### config.mk
export PLATFORM = sky130hd
export DESIGN_NAME = pid_with_slew_and_settle_top
export DESIGN_NICKNAME = d
export VERILOG_FILES = /design/src/hw/rtl/pws_pkg.sv /design/src/hw/rtl/pws_loop.sv /design/src/hw/rtl/pws_settle.sv /design/src/hw/rtl/pid_with_slew_and_settle_top.sv
export SDC_FILE = /design/constraint.sdc
export NUM_CORES = 2
export LEC_CHECK = 0
export ABC_AREA = 1
export BUFFER_PORTS_ARGS = -buffer_cell sky130_fd_sc_hd__buf_4
export CAP_MARGIN = 5
export CORE_ASPECT_RATIO = 1.5
export CORE_MARGIN = 2
export CORE_UTILIZATION = 60
export CTS_CLUSTER_SIZE = 40
export DETAILED_ROUTE_END_ITERATION = 7
export GPL_TIMING_DRIVEN = 0
export PLACE_DENSITY = 0.83
export SYNTH_ARGS = -nofsm -noshare
export SYNTH_HDL_FRONTEND = slang
export SYNTH_SLANG_ARGS = --single-unit
### constraint.sdc
create_clock -name clock -period 13.6 [get_ports clock]
set_input_delay 1.36 -clock clock [delete_from_list [all_inputs] [get_ports clock]]
set_output_delay 1.36 -clock clock [all_outputs]
set_load 0.02 [all_outputs]
### src/hw/rtl/pws_pkg.sv
// Shared types and constants for the PID controller with slew limit and settle detection.
package pws_pkg;

   // Q8.8 feedforward gain on the setpoint
   localparam logic signed [15:0] FEEDFORWARD_GAIN = 16'sd0;

   // Register indexes on the configuration port
   localparam logic [2:0] REG_KP       = 3'd0;
   localparam logic [2:0] REG_KI       = 3'd1;
   localparam logic [2:0] REG_KD       = 3'd2;
   localparam logic [2:0] REG_WINDOW   = 3'd3;
   localparam logic [2:0] REG_SLEW     = 3'd4;
   localparam logic [2:0] REG_BAND     = 3'd5;
   localparam logic [2:0] REG_HOLD     = 3'd6;
   localparam logic [2:0] REG_TIMEOUT  = 3'd7;

   localparam int CSR_DATA_W = 31;

   // Settle cause codes
   localparam logic [1:0] CAUSE_NONE    = 2'd0;
   localparam logic [1:0] CAUSE_TIMEOUT = 2'd1;
   localparam logic [1:0] CAUSE_BAND    = 2'd2;

   typedef struct packed {
      logic signed [15:0] setpoint;
      logic signed [15:0] measured;
      logic        [31:0] now_ms;
      logic               restart;
   } pws_item_type;

   typedef struct packed {
      logic signed [15:0] kp;
      logic signed [15:0] ki;
      logic signed [15:0] kd;
      logic        [16:0] window;
      logic        [30:0] slew;
      logic        [16:0] band;
      logic        [15:0] hold_ms;
      logic        [15:0] timeout_ms;
   } pws_cfg_type;

   typedef struct packed {
      logic       settled;
      logic [1:0] cause;
   } pws_settle_type;

endpackage

### src/hw/rtl/pws_loop.sv
// PID datapath: error, gain products, floor and saturation, slew clamp, integral update.
module pws_loop (
   input  logic                  clock,
   input  logic                  reset,
   input  logic                  step_en,
   input  pws_pkg::pws_item_type item,
   input  pws_pkg::pws_cfg_type  cfg,
   output logic signed [31:0]    drive,
   output logic        [16:0]    err_mag
);
   import pws_pkg::*;

   logic signed [16:0] last_error_ff, last_error_in;
   logic signed [31:0] error_sum_ff, error_sum_in;
   logic signed [31:0] last_drive_ff, last_drive_in;

   logic signed [16:0] le, err;
   logic signed [31:0] sum_prev, sum_base, ld;
   logic signed [17:0] derr;
   logic signed [32:0] p_prod;
   logic signed [47:0] i_prod;
   logic signed [33:0] d_prod;
   logic signed [31:0] f_prod;
   logic signed [49:0] acc;
   logic signed [41:0] quo;
   logic signed [31:0] pwr_sat;
   logic signed [32:0] pwr33, hi, lo, slew33, pwr_slew;
   logic signed [32:0] sum_wide;
   logic signed [31:0] sum_sat;
   logic               sign_flip;

   // restart clears loop state ahead of this step
   assign le       = item.restart ? 17'sd0 : last_error_ff;
   assign sum_prev = item.restart ? 32'sd0 : error_sum_ff;
   assign ld       = item.restart ? 32'sd0 : last_drive_ff;

   assign err  = {item.setpoint[15], item.setpoint} - {item.measured[15], item.measured};
   assign derr = {err[16], err} - {le[16], le};

   assign sign_flip = (!le[16] && (le != 17'sd0) && err[16]) ||
                      (le[16] && !err[16] && (err != 17'sd0));
   assign sum_base  = sign_flip ? 32'sd0 : sum_prev;

   assign p_prod = cfg.kp * err;
   assign i_prod = cfg.ki * sum_base;
   assign d_prod = cfg.kd * derr;
   assign f_prod = FEEDFORWARD_GAIN * item.setpoint;

   assign acc = 50'(p_prod) + 50'(i_prod) + 50'(d_prod) + 50'(f_prod);
   // arithmetic shift floors toward minus infinity
   assign quo = acc[49:8];

   always_comb begin
      if ((&quo[41:31]) || !(|quo[41:31])) begin
         pwr_sat = quo[31:0];
      end else if (quo[41]) begin
         pwr_sat = 32'sh8000_0000;
      end else begin
         pwr_sat = 32'sh7fff_ffff;
      end
   end

   assign slew33 = {2'b00, cfg.slew};
   assign pwr33  = {pwr_sat[31], pwr_sat};
   assign hi     = {ld[31], ld} + slew33;
   assign lo     = {ld[31], ld} - slew33;

   always_comb begin
      pwr_slew = pwr33;
      if (cfg.slew != 31'd0) begin
         if (pwr33 > hi) begin
            pwr_slew = hi;
         end else if (pwr33 < lo) begin
            pwr_slew = lo;
         end
      end
   end

   assign drive   = pwr_slew[31:0];
   assign err_mag = err[16] ? 17'(-err) : err;

   assign sum_wide = {sum_base[31], sum_base} + 33'(err);

   always_comb begin
      if (sum_wide[32] == sum_wide[31]) begin
         sum_sat = sum_wide[31:0];
      end else if (sum_wide[32]) begin
         sum_sat = 32'sh8000_0000;
      end else begin
         sum_sat = 32'sh7fff_ffff;
      end
   end

   assign last_error_in = err;
   assign last_drive_in = drive;
   assign error_sum_in  = (err_mag < cfg.window) ? sum_sat : sum_base;

   always_ff @(posedge clock) begin
      if (reset) begin
         last_error_ff <= '0;
         error_sum_ff  <= '0;
         last_drive_ff <= '0;
      end else if (step_en) begin
         last_error_ff <= last_error_in;
         error_sum_ff  <= error_sum_in;
         last_drive_ff <= last_drive_in;
      end
   end

endmodule

### src/hw/rtl/pws_settle.sv
// Settle detection: overall timeout timer and error-band hold timer.
module pws_settle (
   input  logic                   clock,
   input  logic                   reset,
   input  logic                   step_en,
   input  logic                   restart,
   input  logic [31:0]            now_ms,
   input  logic [16:0]            err_mag,
   input  pws_pkg::pws_cfg_type   cfg,
   output pws_pkg::pws_settle_type status
);
   import pws_pkg::*;

   logic [31:0] start_time_ff, start_time_in;
   logic        start_valid_ff, start_valid_in;
   logic [31:0] hold_time_ff, hold_time_in;
   logic        hold_valid_ff, hold_valid_in;

   logic [31:0] st, ht;
   logic        sv, hv;

   assign st = restart ? 32'd0 : start_time_ff;
   assign sv = restart ? 1'b0  : start_valid_ff;
   assign ht = restart ? 32'd0 : hold_time_ff;
   assign hv = restart ? 1'b0  : hold_valid_ff;

   always_comb begin
      start_time_in  = st;
      start_valid_in = sv;
      hold_time_in   = ht;
      hold_valid_in  = hv;
      status.settled = 1'b0;
      status.cause   = CAUSE_NONE;

      if (cfg.timeout_ms != 16'd0) begin
         if (!sv) begin
            start_time_in  = now_ms;
            start_valid_in = 1'b1;
         end else if ((now_ms - st) > {16'd0, cfg.timeout_ms}) begin
            status.settled = 1'b1;
            status.cause   = CAUSE_TIMEOUT;
         end
      end

      // band check skipped once the timeout has fired
      if (!status.settled && (cfg.band != 17'd0)) begin
         if (err_mag >= cfg.band) begin
            hold_valid_in = 1'b0;
         end else if (!hv) begin
            hold_time_in  = now_ms;
            hold_valid_in = 1'b1;
         end else if ((now_ms - ht) > {16'd0, cfg.hold_ms}) begin
            status.settled = 1'b1;
            status.cause   = CAUSE_BAND;
         end
      end
   end

   always_ff @(posedge clock) begin
      if (reset) begin
         start_time_ff  <= '0;
         start_valid_ff <= 1'b0;
         hold_time_ff   <= '0;
         hold_valid_ff  <= 1'b0;
      end else if (step_en) begin
         start_time_ff  <= start_time_in;
         start_valid_ff <= start_valid_in;
         hold_time_ff   <= hold_time_in;
         hold_valid_ff  <= hold_valid_in;
      end
   end

endmodule

### src/hw/rtl/pid_with_slew_and_settle_top.sv
// Top level of the PID controller with slew limit and settle detection.
//
//   channel | direction | handshake          | payload
//   --------+-----------+--------------------+---------------------------------------
//   req     | in        | req_valid/req_stall| setpoint, measured, now_ms, restart
//   rsp     | out       | rsp_valid/rsp_stall| drive, is_settled, settle_cause
//   csr     | in        | csr_we             | csr_index, csr_wdata
//
// One item per cycle sustained while the output is free; an accepted item moves
// from the input register to the result register and shows on rsp. The rate is
// set by the combinational loop update: the gain products, sum and clamps all sit
// between the input and result registers, so loop state is ready for the next item.
// Synchronous active-high reset clears loop state, timers, config and valids.
// req_stall rises only when both the input register and a stalled result are full.
module pid_with_slew_and_settle_top (
   input  logic                              clock,
   input  logic                              reset,
   // control step input
   input  logic                              req_valid,
   output logic                              req_stall,
   input  logic signed [15:0]                req_setpoint,
   input  logic signed [15:0]                req_measured,
   input  logic        [31:0]                req_now_ms,
   input  logic                              req_restart,
   // step result
   output logic                              rsp_valid,
   input  logic                              rsp_stall,
   output logic signed [31:0]                rsp_drive,
   output logic                              rsp_is_settled,
   output logic        [1:0]                 rsp_settle_cause,
   // configuration writes
   input  logic                              csr_we,
   input  logic        [2:0]                 csr_index,
   input  logic        [pws_pkg::CSR_DATA_W-1:0] csr_wdata
);
   import pws_pkg::*;

   pws_cfg_type    cfg_ff;
   pws_item_type   item_ff;
   logic           item_valid_ff, item_valid_in;
   logic           rsp_valid_ff, rsp_valid_in;
   logic signed [31:0] drive_ff;
   pws_settle_type status_ff;

   logic               advance, req_take;
   logic signed [31:0] drive;
   logic        [16:0] err_mag;
   pws_settle_type     status;

   // held item moves into the result register when that register is free
   assign advance   = item_valid_ff && (!rsp_valid_ff || !rsp_stall);
   assign req_stall = item_valid_ff && !advance;
   assign req_take  = req_valid && !req_stall;

   assign item_valid_in = req_take || (item_valid_ff && !advance);
   assign rsp_valid_in  = advance || (rsp_valid_ff && rsp_stall);

   always_ff @(posedge clock) begin
      if (reset) begin
         item_valid_ff <= 1'b0;
         rsp_valid_ff  <= 1'b0;
      end else begin
         item_valid_ff <= item_valid_in;
         rsp_valid_ff  <= rsp_valid_in;
      end
   end

   // payload registers, no reset
   always_ff @(posedge clock) begin
      if (req_take) begin
         item_ff.setpoint <= req_setpoint;
         item_ff.measured <= req_measured;
         item_ff.now_ms   <= req_now_ms;
         item_ff.restart  <= req_restart;
      end
      if (advance) begin
         drive_ff  <= drive;
         status_ff <= status;
      end
   end

   // configuration registers
   always_ff @(posedge clock) begin
      if (reset) begin
         cfg_ff <= '0;
      end else if (csr_we) begin
         case (csr_index)
            REG_KP:      cfg_ff.kp         <= csr_wdata[15:0];
            REG_KI:      cfg_ff.ki         <= csr_wdata[15:0];
            REG_KD:      cfg_ff.kd         <= csr_wdata[15:0];
            REG_WINDOW:  cfg_ff.window     <= csr_wdata[16:0];
            REG_SLEW:    cfg_ff.slew       <= csr_wdata[30:0];
            REG_BAND:    cfg_ff.band       <= csr_wdata[16:0];
            REG_HOLD:    cfg_ff.hold_ms    <= csr_wdata[15:0];
            REG_TIMEOUT: cfg_ff.timeout_ms <= csr_wdata[15:0];
            default:     cfg_ff            <= cfg_ff;
         endcase
      end
   end

   pws_loop u_loop (
      .clock   (clock),
      .reset   (reset),
      .step_en (advance),
      .item    (item_ff),
      .cfg     (cfg_ff),
      .drive   (drive),
      .err_mag (err_mag)
   );

   pws_settle u_settle (
      .clock   (clock),
      .reset   (reset),
      .step_en (advance),
      .restart (item_ff.restart),
      .now_ms  (item_ff.now_ms),
      .err_mag (err_mag),
      .cfg     (cfg_ff),
      .status  (status)
   );

   assign rsp_valid        = rsp_valid_ff;
   assign rsp_drive        = drive_ff;
   assign rsp_is_settled   = status_ff.settled;
   assign rsp_settle_cause = status_ff.cause;

endmodule

[Word-level counts from Yosys, hierarchy flattened]
Cells that the tools add are included.
Operators by class
  multiply operators: 3
  muxes and demuxes: 32
  $add $sub $neg: 10
  reductions and logical operators: 38
  equality and inequality tests: 8
  order comparisons: 6
Operators by type and width (number)
  $mux W32: 18
  $gt A32 B16 Y1: 2
  $sub A32 B32 Y32: 2
  $reduce_bool A17 Y1: 3
  $add A49 B34 Y50: 1
  $add A33 B48 Y49: 1
  $mul A16 B32 Y48: 1
  $mul A16 B18 Y34: 1
  $mux W17: 2
  $add A32 B17 Y33: 1
  $add A32 B32 Y33: 1
  $gt A32 B33 Y1: 1
  $lt A32 B33 Y1: 1
  $mul A16 B17 Y33: 1
  $sub A32 B32 Y33: 1
  $reduce_bool A31 Y1: 1
  $mux W3: 7
  $sub A17 B17 Y18: 1
  $ge A17 B17 Y1: 1
  $lt A17 B17 Y1: 1
  $neg A17 Y17: 1
  $sub A16 B16 Y17: 1
  $reduce_and A2 Y1: 8
  $reduce_bool A16 Y1: 1
  11 further kinds: 38
Word-level totals
  register bits: 394
  bits of input ports: 104
  output and inout bits: 37

[Depth between registers and ports, before layout]
  depth after elaboration: 17
  mapped depth: 91
  mapped depth without buffers: 87

[Hierarchy]
From an unflattened synthesis, not the netlist that was laid out.
Unflattened totals
  cells, all modules: 10178
  area total of the unflattened synthesis: 75466.1 um^2
Modules (own cells, without submodules)
  pws_loop: sequential area each 1621.6 um^2, cells an instance 7368, instances 1, area each 56281.5 um^2
  pws_settle: sequential area each 1321.3 um^2, cells an instance 1879, instances 1, area each 10334.9 um^2
  pid_with_slew_and_settle_top: sequential area each 5945.7 um^2, cells an instance 931, instances 1, area each 8849.7 um^2

[Least setup slack after synthesis]
Ideal clock, no wire load.
  kind: reg-to-reg
  from: register item_ff[33] (netlist name)
  to: register drive_ff[31] (netlist: rsp_drive[31]), data pin
  path slack: -1.332 ns
  arrival time: 14.681 ns
  required time: 13.349 ns
  stages on the path, launching flop included: 75
  buffers on the path: 5
  library setup time: 0.251 ns
  cells stage by stage: edfxtp_1 > ha_1 > fa_1 > inv_1 > nand3_1 > nand3_1 > a21oi_1 > o21ai_0 > a21boi_0 > o21ai_0 > nand2_1 > o21ai_0 > nand2_1 > nand2_1 > clkbuf_1 > inv_1 > clkbuf_1 > ha_1 > (+39 left out) > nand2_1 > inv_1 > nand3_1 > or3_1 > a31o_2 > o2111ai_1 > nand2_1 > o211ai_1 > xnor2_1 > and2_1 > clkbuf_1 > inv_1 > clkbuf_1 > o21ai_0 > inv_1 > nand2_1 > nand2_1 > inv_1
RTL lines
  start: declaration: line pid_with_slew_and_settle_top.sv:39  | pws_item_type item_ff;
  $sub A16 B16 Y17 (*): line pws_loop.sv:37  | assign err = {item.setpoint[15], item.setpoint} - {item.measured[15], item.measured};
  via u_loop.err[14]: line pws_loop.sv:17  | logic signed [16:0] le, err;
  $reduce_bool A17 Y1: line pws_loop.sv:41  | (le[16] && !err[16] && (err != 17'sd0));
  $logic_and A1 B1 Y1: line pws_loop.sv:41
  $logic_or A1 B1 Y1: line pws_loop.sv:40  | assign sign_flip = (!le[16] && (le != 17'sd0) && err[16]) ||
  $mux W32: line pws_loop.sv:42  | assign sum_base = sign_flip ? 32'sd0 : sum_prev;
  $mul A16 B32 Y48: line pws_loop.sv:45  | assign i_prod = cfg.ki * sum_base;
  $add A33 B48 Y49: line pws_loop.sv:49  | assign acc = 50'(p_prod) + 50'(i_prod) + 50'(d_prod) + 50'(f_prod);
  (+2 left out)
  $logic_not A1 Y1: line pws_loop.sv:54  | if ((&quo[41:31]) || !(|quo[41:31])) begin
  $logic_or A1 B1 Y1: line pws_loop.sv:54
  $mux W32 (*): line pws_loop.sv:54
  $lt A32 B33 Y1: line pws_loop.sv:73  | end else if (pwr33 < lo) begin
  $mux W32: line pws_loop.sv:73
  $mux W32: line pws_loop.sv:71  | if (pwr33 > hi) begin
  $mux W32 (*): line pws_loop.sv:70  | if (cfg.slew != 31'd0) begin
  via drive[31]: line pid_with_slew_and_settle_top.sv:46  | logic signed [31:0] drive;
  end signal: assignment: line pid_with_slew_and_settle_top.sv:77  | drive_ff <= drive;
  end: declaration: line pid_with_slew_and_settle_top.sv:42  | logic signed [31:0] drive_ff;
The timed path passes the listed nets; every way through them passes the cells marked *.
A chain may end at the register's enable or synchronous reset.

[Worst setup path after layout]
  from: register item_ff[49] (netlist name)
  to: register u_loop.last_drive_ff[19]
RTL lines
  $sub A16 B16 Y17 (*): line pws_loop.sv:37
  via u_loop.err[4]: line pws_loop.sv:17
  $reduce_bool A17 Y1: line pws_loop.sv:41
  $logic_and A1 B1 Y1: line pws_loop.sv:41
  $logic_or A1 B1 Y1: line pws_loop.sv:40
  $mux W32: line pws_loop.sv:42
  $mul A16 B32 Y48: line pws_loop.sv:45
  $add A33 B48 Y49: line pws_loop.sv:49
  $add A49 B34 Y50 (*): line pws_loop.sv:49
  $reduce_or A11 Y1: line pws_loop.sv:54
  $logic_not A1 Y1: line pws_loop.sv:54
  $logic_or A1 B1 Y1: line pws_loop.sv:54
  $mux W32 (*): line pws_loop.sv:54
  $lt A32 B33 Y1: line pws_loop.sv:73
  $mux W32: line pws_loop.sv:73
  $mux W32: line pws_loop.sv:71
  $mux W32 (*): line pws_loop.sv:70
  end signal: assignment: line pws_loop.sv:106  | last_drive_ff <= last_drive_in;
  end: declaration: line pws_loop.sv:15  | logic signed [31:0] last_drive_ff, last_drive_in;
Marks and branches as above.

==> impl_metrics.xml <==
<?xml version="1.0" encoding="UTF-8"?>
<metrics>
  <group name="synth">
    <metric name="seq_area_frac_synth" unit="%">12.19</metric>
    <metric name="post_synth_main_area_contributors" unit="">sky130_fd_sc_hd__fa_1 35%, sky130_fd_sc_hd__inv_1 11%, sky130_fd_sc_hd__nand2_1 11%</metric>
    <metric name="synth_area_per_cell" unit="µm²">7.666</metric>
    <metric name="cell_area_synth" unit="µm²">72900</metric>
    <metric name="syn-num-nets" unit="">11450</metric>
    <metric name="synth.yosys.warnings" unit="">0</metric>
    <metric name="dominantRegCellSynth" unit="">sky130_fd_sc_hd__dfxtp_1</metric>
    <metric name="share_of_the_synthesized_area_in_the_top_cell_type" unit="%">35.29</metric>
    <metric name="synth_cells" unit="">9510</metric>
    <metric name="post_synth_edffs" unit="">100</metric>
    <metric name="synth_largest_area_cell" unit="">sky130_fd_sc_hd__fa_1</metric>
    <metric name="synth-async-reset-ratio" unit="%">0</metric>
    <metric name="yosysUniqueCellTypes" unit="">55</metric>
    <metric name="synth_seq_cells" unit="">394</metric>
  </group>
  <group name="route">
    <metric name="met3WireLength" unit="mm">33.78</metric>
    <metric name="wl_met2" unit="mm">137.6</metric>
    <metric name="routed.top_layer" unit="">met5</metric>
    <metric name="dr_total_vias" unit="">69340</metric>
    <metric name="drt-vias-per-instance" unit="">5.954</metric>
    <metric name="drtIter0Drc" unit="">7325</metric>
    <metric name="post_drt_wl_per_cell" unit="µm">26.13</metric>
    <metric name="routed_wirelength" unit="mm">304.2</metric>
    <metric name="antenna_violating_nets_post_route" unit="">0</metric>
    <metric name="remaining_drc_errors" unit="">1</metric>
    <metric name="routedLengthMet1" unit="mm">92.21</metric>
    <metric name="detail_route.first_pass.iterations" unit="">8</metric>
  </group>
  <group name="setup_path">
    <metric name="worst_r2r_end" unit="">u_loop.last_drive_ff[19]</metric>
    <metric name="reg2reg_depth" unit="">74</metric>
    <metric name="crit_path_frequent_cell" unit="">sky130_fd_sc_hd__nand2_1</metric>
    <metric name="critical_path_required" unit="ns">14.19</metric>
    <metric name="critical_path.endpoint_type" unit="">flop</metric>
    <metric name="critical_path.startpoint_type" unit="">flop</metric>
    <metric name="timing.critical_path.fanout_max" unit="">7</metric>
    <metric name="cp_data_arrival_time" unit="ns">15.13</metric>
    <metric name="worst_path_max_delay_cell" unit="">sky130_fd_sc_hd__fa_2</metric>
    <metric name="source_of_the_worst_register_to_register_timing_path" unit="">item_ff[49]</metric>
    <metric name="setup_slack_of_the_worst_register_to_register_path" unit="ns">-0.94</metric>
    <metric name="setup.worst_path.class" unit="">reg2reg</metric>
    <metric name="critical_path.max_stage_delay" unit="ns">0.77</metric>
    <metric name="startpoint" unit="">item_ff[49]</metric>
  </group>
  <group name="timing">
    <metric name="final.period_utilization" unit="%">106.9</metric>
    <metric name="slew_violations" unit="">0</metric>
    <metric name="finalCriticalPeriod" unit="ns">14.54</metric>
    <metric name="worstMarginPinSlew" unit="ns">1.421</metric>
    <metric name="timing.final.ws_setup" unit="ns">-0.9418</metric>
    <metric name="max_freq" unit="MHz">68.77</metric>
    <metric name="skew" unit="ns">0.05625</metric>
    <metric name="slew_headroom" unit="%">5.299</metric>
    <metric name="timing.final.hold_violations" unit="">0</metric>
    <metric name="report.final.setup_viol" unit="">64</metric>
    <metric name="rsz0062_at_grt" unit="">true</metric>
  </group>
  <group name="global_route">
    <metric name="global_route_overflow" unit="">0</metric>
    <metric name="grt_pass1_vias" unit="">71090</metric>
    <metric name="globalRouteTotalUtil" unit="%">48.88</metric>
    <metric name="grt_antenna_before_repair" unit="">37</metric>
    <metric name="grt_max_degree" unit="">41</metric>
    <metric name="grt_pass1_wl" unit="mm">437.7</metric>
  </group>
  <group name="placement">
    <metric name="place_hpwl" unit="mm">236.8</metric>
    <metric name="port_buffers" unit="">139</metric>
    <metric name="final_wtd_congestion" unit="">1.149</metric>
    <metric name="pre_cts_ws" unit="ns">-4.464</metric>
  </group>
  <group name="cts">
    <metric name="cts_buffers" unit="">41</metric>
    <metric name="clock_sink_count" unit="">394</metric>
    <metric name="clk_pin_slew_worst_setup_hold_paths" unit="ns">0.06</metric>
    <metric name="htreeDepth" unit="">2</metric>
    <metric name="clock_insertion_delay_worst_skew" unit="ns">0.67</metric>
    <metric name="cts_max_path_buffers" unit="">3</metric>
    <metric name="clockRootBuffer" unit="">sky130_fd_sc_hd__clkbuf_16</metric>
    <metric name="cts_hold_buf" unit="">0</metric>
    <metric name="tritoncts_clock_tree" unit="">yes</metric>
  </group>
  <group name="min_path">
    <metric name="holdPathEnd" unit="">u_loop.error_sum_ff[18]</metric>
    <metric name="hold_path_startpoint" unit="">u_loop.error_sum_ff[18]</metric>
    <metric name="hold_path_class" unit="">reg2reg</metric>
    <metric name="holdPathStages" unit="">2</metric>
  </group>
  <group name="finish">
    <metric name="area_growth_syn_to_layout" unit="%">16.39</metric>
    <metric name="num-nets-final" unit="">11940</metric>
    <metric name="final_layout_size_suffix_gt1_share" unit="%">14.53</metric>
  </group>
  <group name="die">
    <metric name="placeableCoreArea" unit="µm²">120600</metric>
    <metric name="initial_utilization" unit="%">60.43</metric>
    <metric name="io_pins" unit="">141</metric>
    <metric name="die_span_in_x" unit="µm">288.6</metric>
    <metric name="placement_rows" unit="">156</metric>
    <metric name="design.die.area" unit="µm²">124400</metric>
    <metric name="die_span_in_y" unit="µm">430.9</metric>
  </group>
  <group name="flow_run">
    <metric name="max_cap_violations" unit="">0</metric>
  </group>
  <group name="run_status">
    <metric name="violated_checks" unit="">DRC, setup timing</metric>
    <metric name="run_status" unit="">complete, but fails checks</metric>
  </group>
</metrics>
[worst max-delay path: cells and delay by family, from the launching register on]
family / cells / cell delay (ns)
adder cells (fa/ha/maj): 14 / 6.47
AND/OR/NAND/NOR: 33 / 4.07
buffers and inverters: 16 / 1.69
AO/OA/AOI/OAI: 9 / 1.27
XOR/XNOR: 2 / 0.52
flip-flops: 1 / 0.36
[flip-flops by register name, indices dropped and copies added, names as in the netlist]
register                 count
rsp_is_settled               1
u_settle.start_time_ff      32
u_settle.hold_valid_ff       1
rsp_valid                    1
item_ff                     65
u_loop.error_sum_ff         32
cfg_ff                     145
rsp_drive                   32
u_settle.start_valid_ff      1
u_loop.last_error_ff        17
rsp_settle_cause             2
item_valid_ff                1
u_settle.hold_time_ff       32
u_loop.last_drive_ff        32
[worst max path at each step]
stage,to,slack [ns]
floorplan,rsp_drive[31],0.01
global placement,rsp_drive[4],-4.41
detailed placement,rsp_drive[4],-4.46
CTS,rsp_drive[19],-0.69
global route,u_loop.last_drive_ff[19],-1.39
finish,u_loop.last_drive_ff[19],-0.94
[cell usage after synthesis (all sizes together), types with 6 or more instances]
library cell  count
o31ai             8
dfxtp           294
nor2            758
xor2            141
inv            2195
a21boi            6
a211oi            9
a21oi           624
o221ai           10
nand2          2080
a31oi            13
o21a             12
or2              61
clkinv           43
ha              550
nor4             33
clkbuf          245
edfxtp          100
nor3             45
xnor2            57
nand3           282
o21bai           35
buf              80
o211ai           28
o21ai           408
a21o             14
and3              6
nand4            61
fa             1285
[logic make-up (layout without fill, tap and decap cells)]
logic type	Yosys count	count (layout)	synth area share, %
and+or+nand+nor	3335	3336	18.60
adders and majority gates	1835	1835	44.73
other	0	35	0
xor gates and xnor gates	198	198	2.379
buffers and inverters	2565	3084	13.40
DFF	394	394	12.19
AOI/OAI and AO/OA	1183	1183	8.693
[final cells by class]
class,instances,area (µm²)
sequential,394,8889
timing repair inverter,1,6.256
multi-input combinational,6552,57920
clock buffer,56,1175
fill,9797,35770
timing repair buffer,446,3975
buffer,323,1810
inverter,2238,8705
tap,1580,1977
clock inverter,20,309.0
antenna,35,87.58
[per-layer routing]
layer | up-vias | track usage, %
li1 | 29680 | -
met1 | 33450 | 49.64
met2 | 4417 | 76.99
met3 | 1781 | 15.74
met4 | 12 | 49.97
met5 | - | 0
[per-stage QoR]
| step | cells | instance area, µm² | TNS, ns | hold slack [ns] | util [%] |
|---|---|---|---|---|---|
| final | 11650 | 84850 | -55.80 | 0.4651 | 70.34 |
| after global placement | 11230 | 76010 | -273.40 | 0.4461 | 63.02 |
| after detailed placement | 11230 | 76080 | -276.18 | 0.4538 | 63.07 |
| after CTS | 11420 | 80960 | -37.84 | 0.4634 | 67.12 |
| after floorplan | 9510 | 72990 | 0 | 0.4353 | - |
| after global routing | 11620 | 84780 | -83.55 | 0.4803 | 70.28 |
[layout by cell type, fill, tap and decap left out, types with 100 or more instances in the layout]
master,Yosys,final
sky130_fd_sc_hd__buf_4,24,405
sky130_fd_sc_hd__nand3_1,260,206
sky130_fd_sc_hd__xor2_1,141,139
sky130_fd_sc_hd__o21ai_0,403,384
sky130_fd_sc_hd__nand2_1,2065,1843
sky130_fd_sc_hd__inv_1,2189,2076
sky130_fd_sc_hd__edfxtp_1,100,100
sky130_fd_sc_hd__nor2_1,750,667
sky130_fd_sc_hd__nand2_2,13,159
sky130_fd_sc_hd__fa_1,1285,1198
sky130_fd_sc_hd__dfxtp_1,294,294
sky130_fd_sc_hd__a21oi_1,618,571
sky130_fd_sc_hd__ha_1,550,479
sky130_fd_sc_hd__clkbuf_1,245,228
[timing repair]
item                                    in CTS  in global routing
gates cloned                                 7                 11
pin swaps                                  151                264
resized for setup                          623                603
buffers inserted                           113                178
endpoints found under the setup margin      64                 64
Power is left out: the tool's default activity adds up to more than one toggle a clock period on the data nets, which glitch-free logic cannot reach.
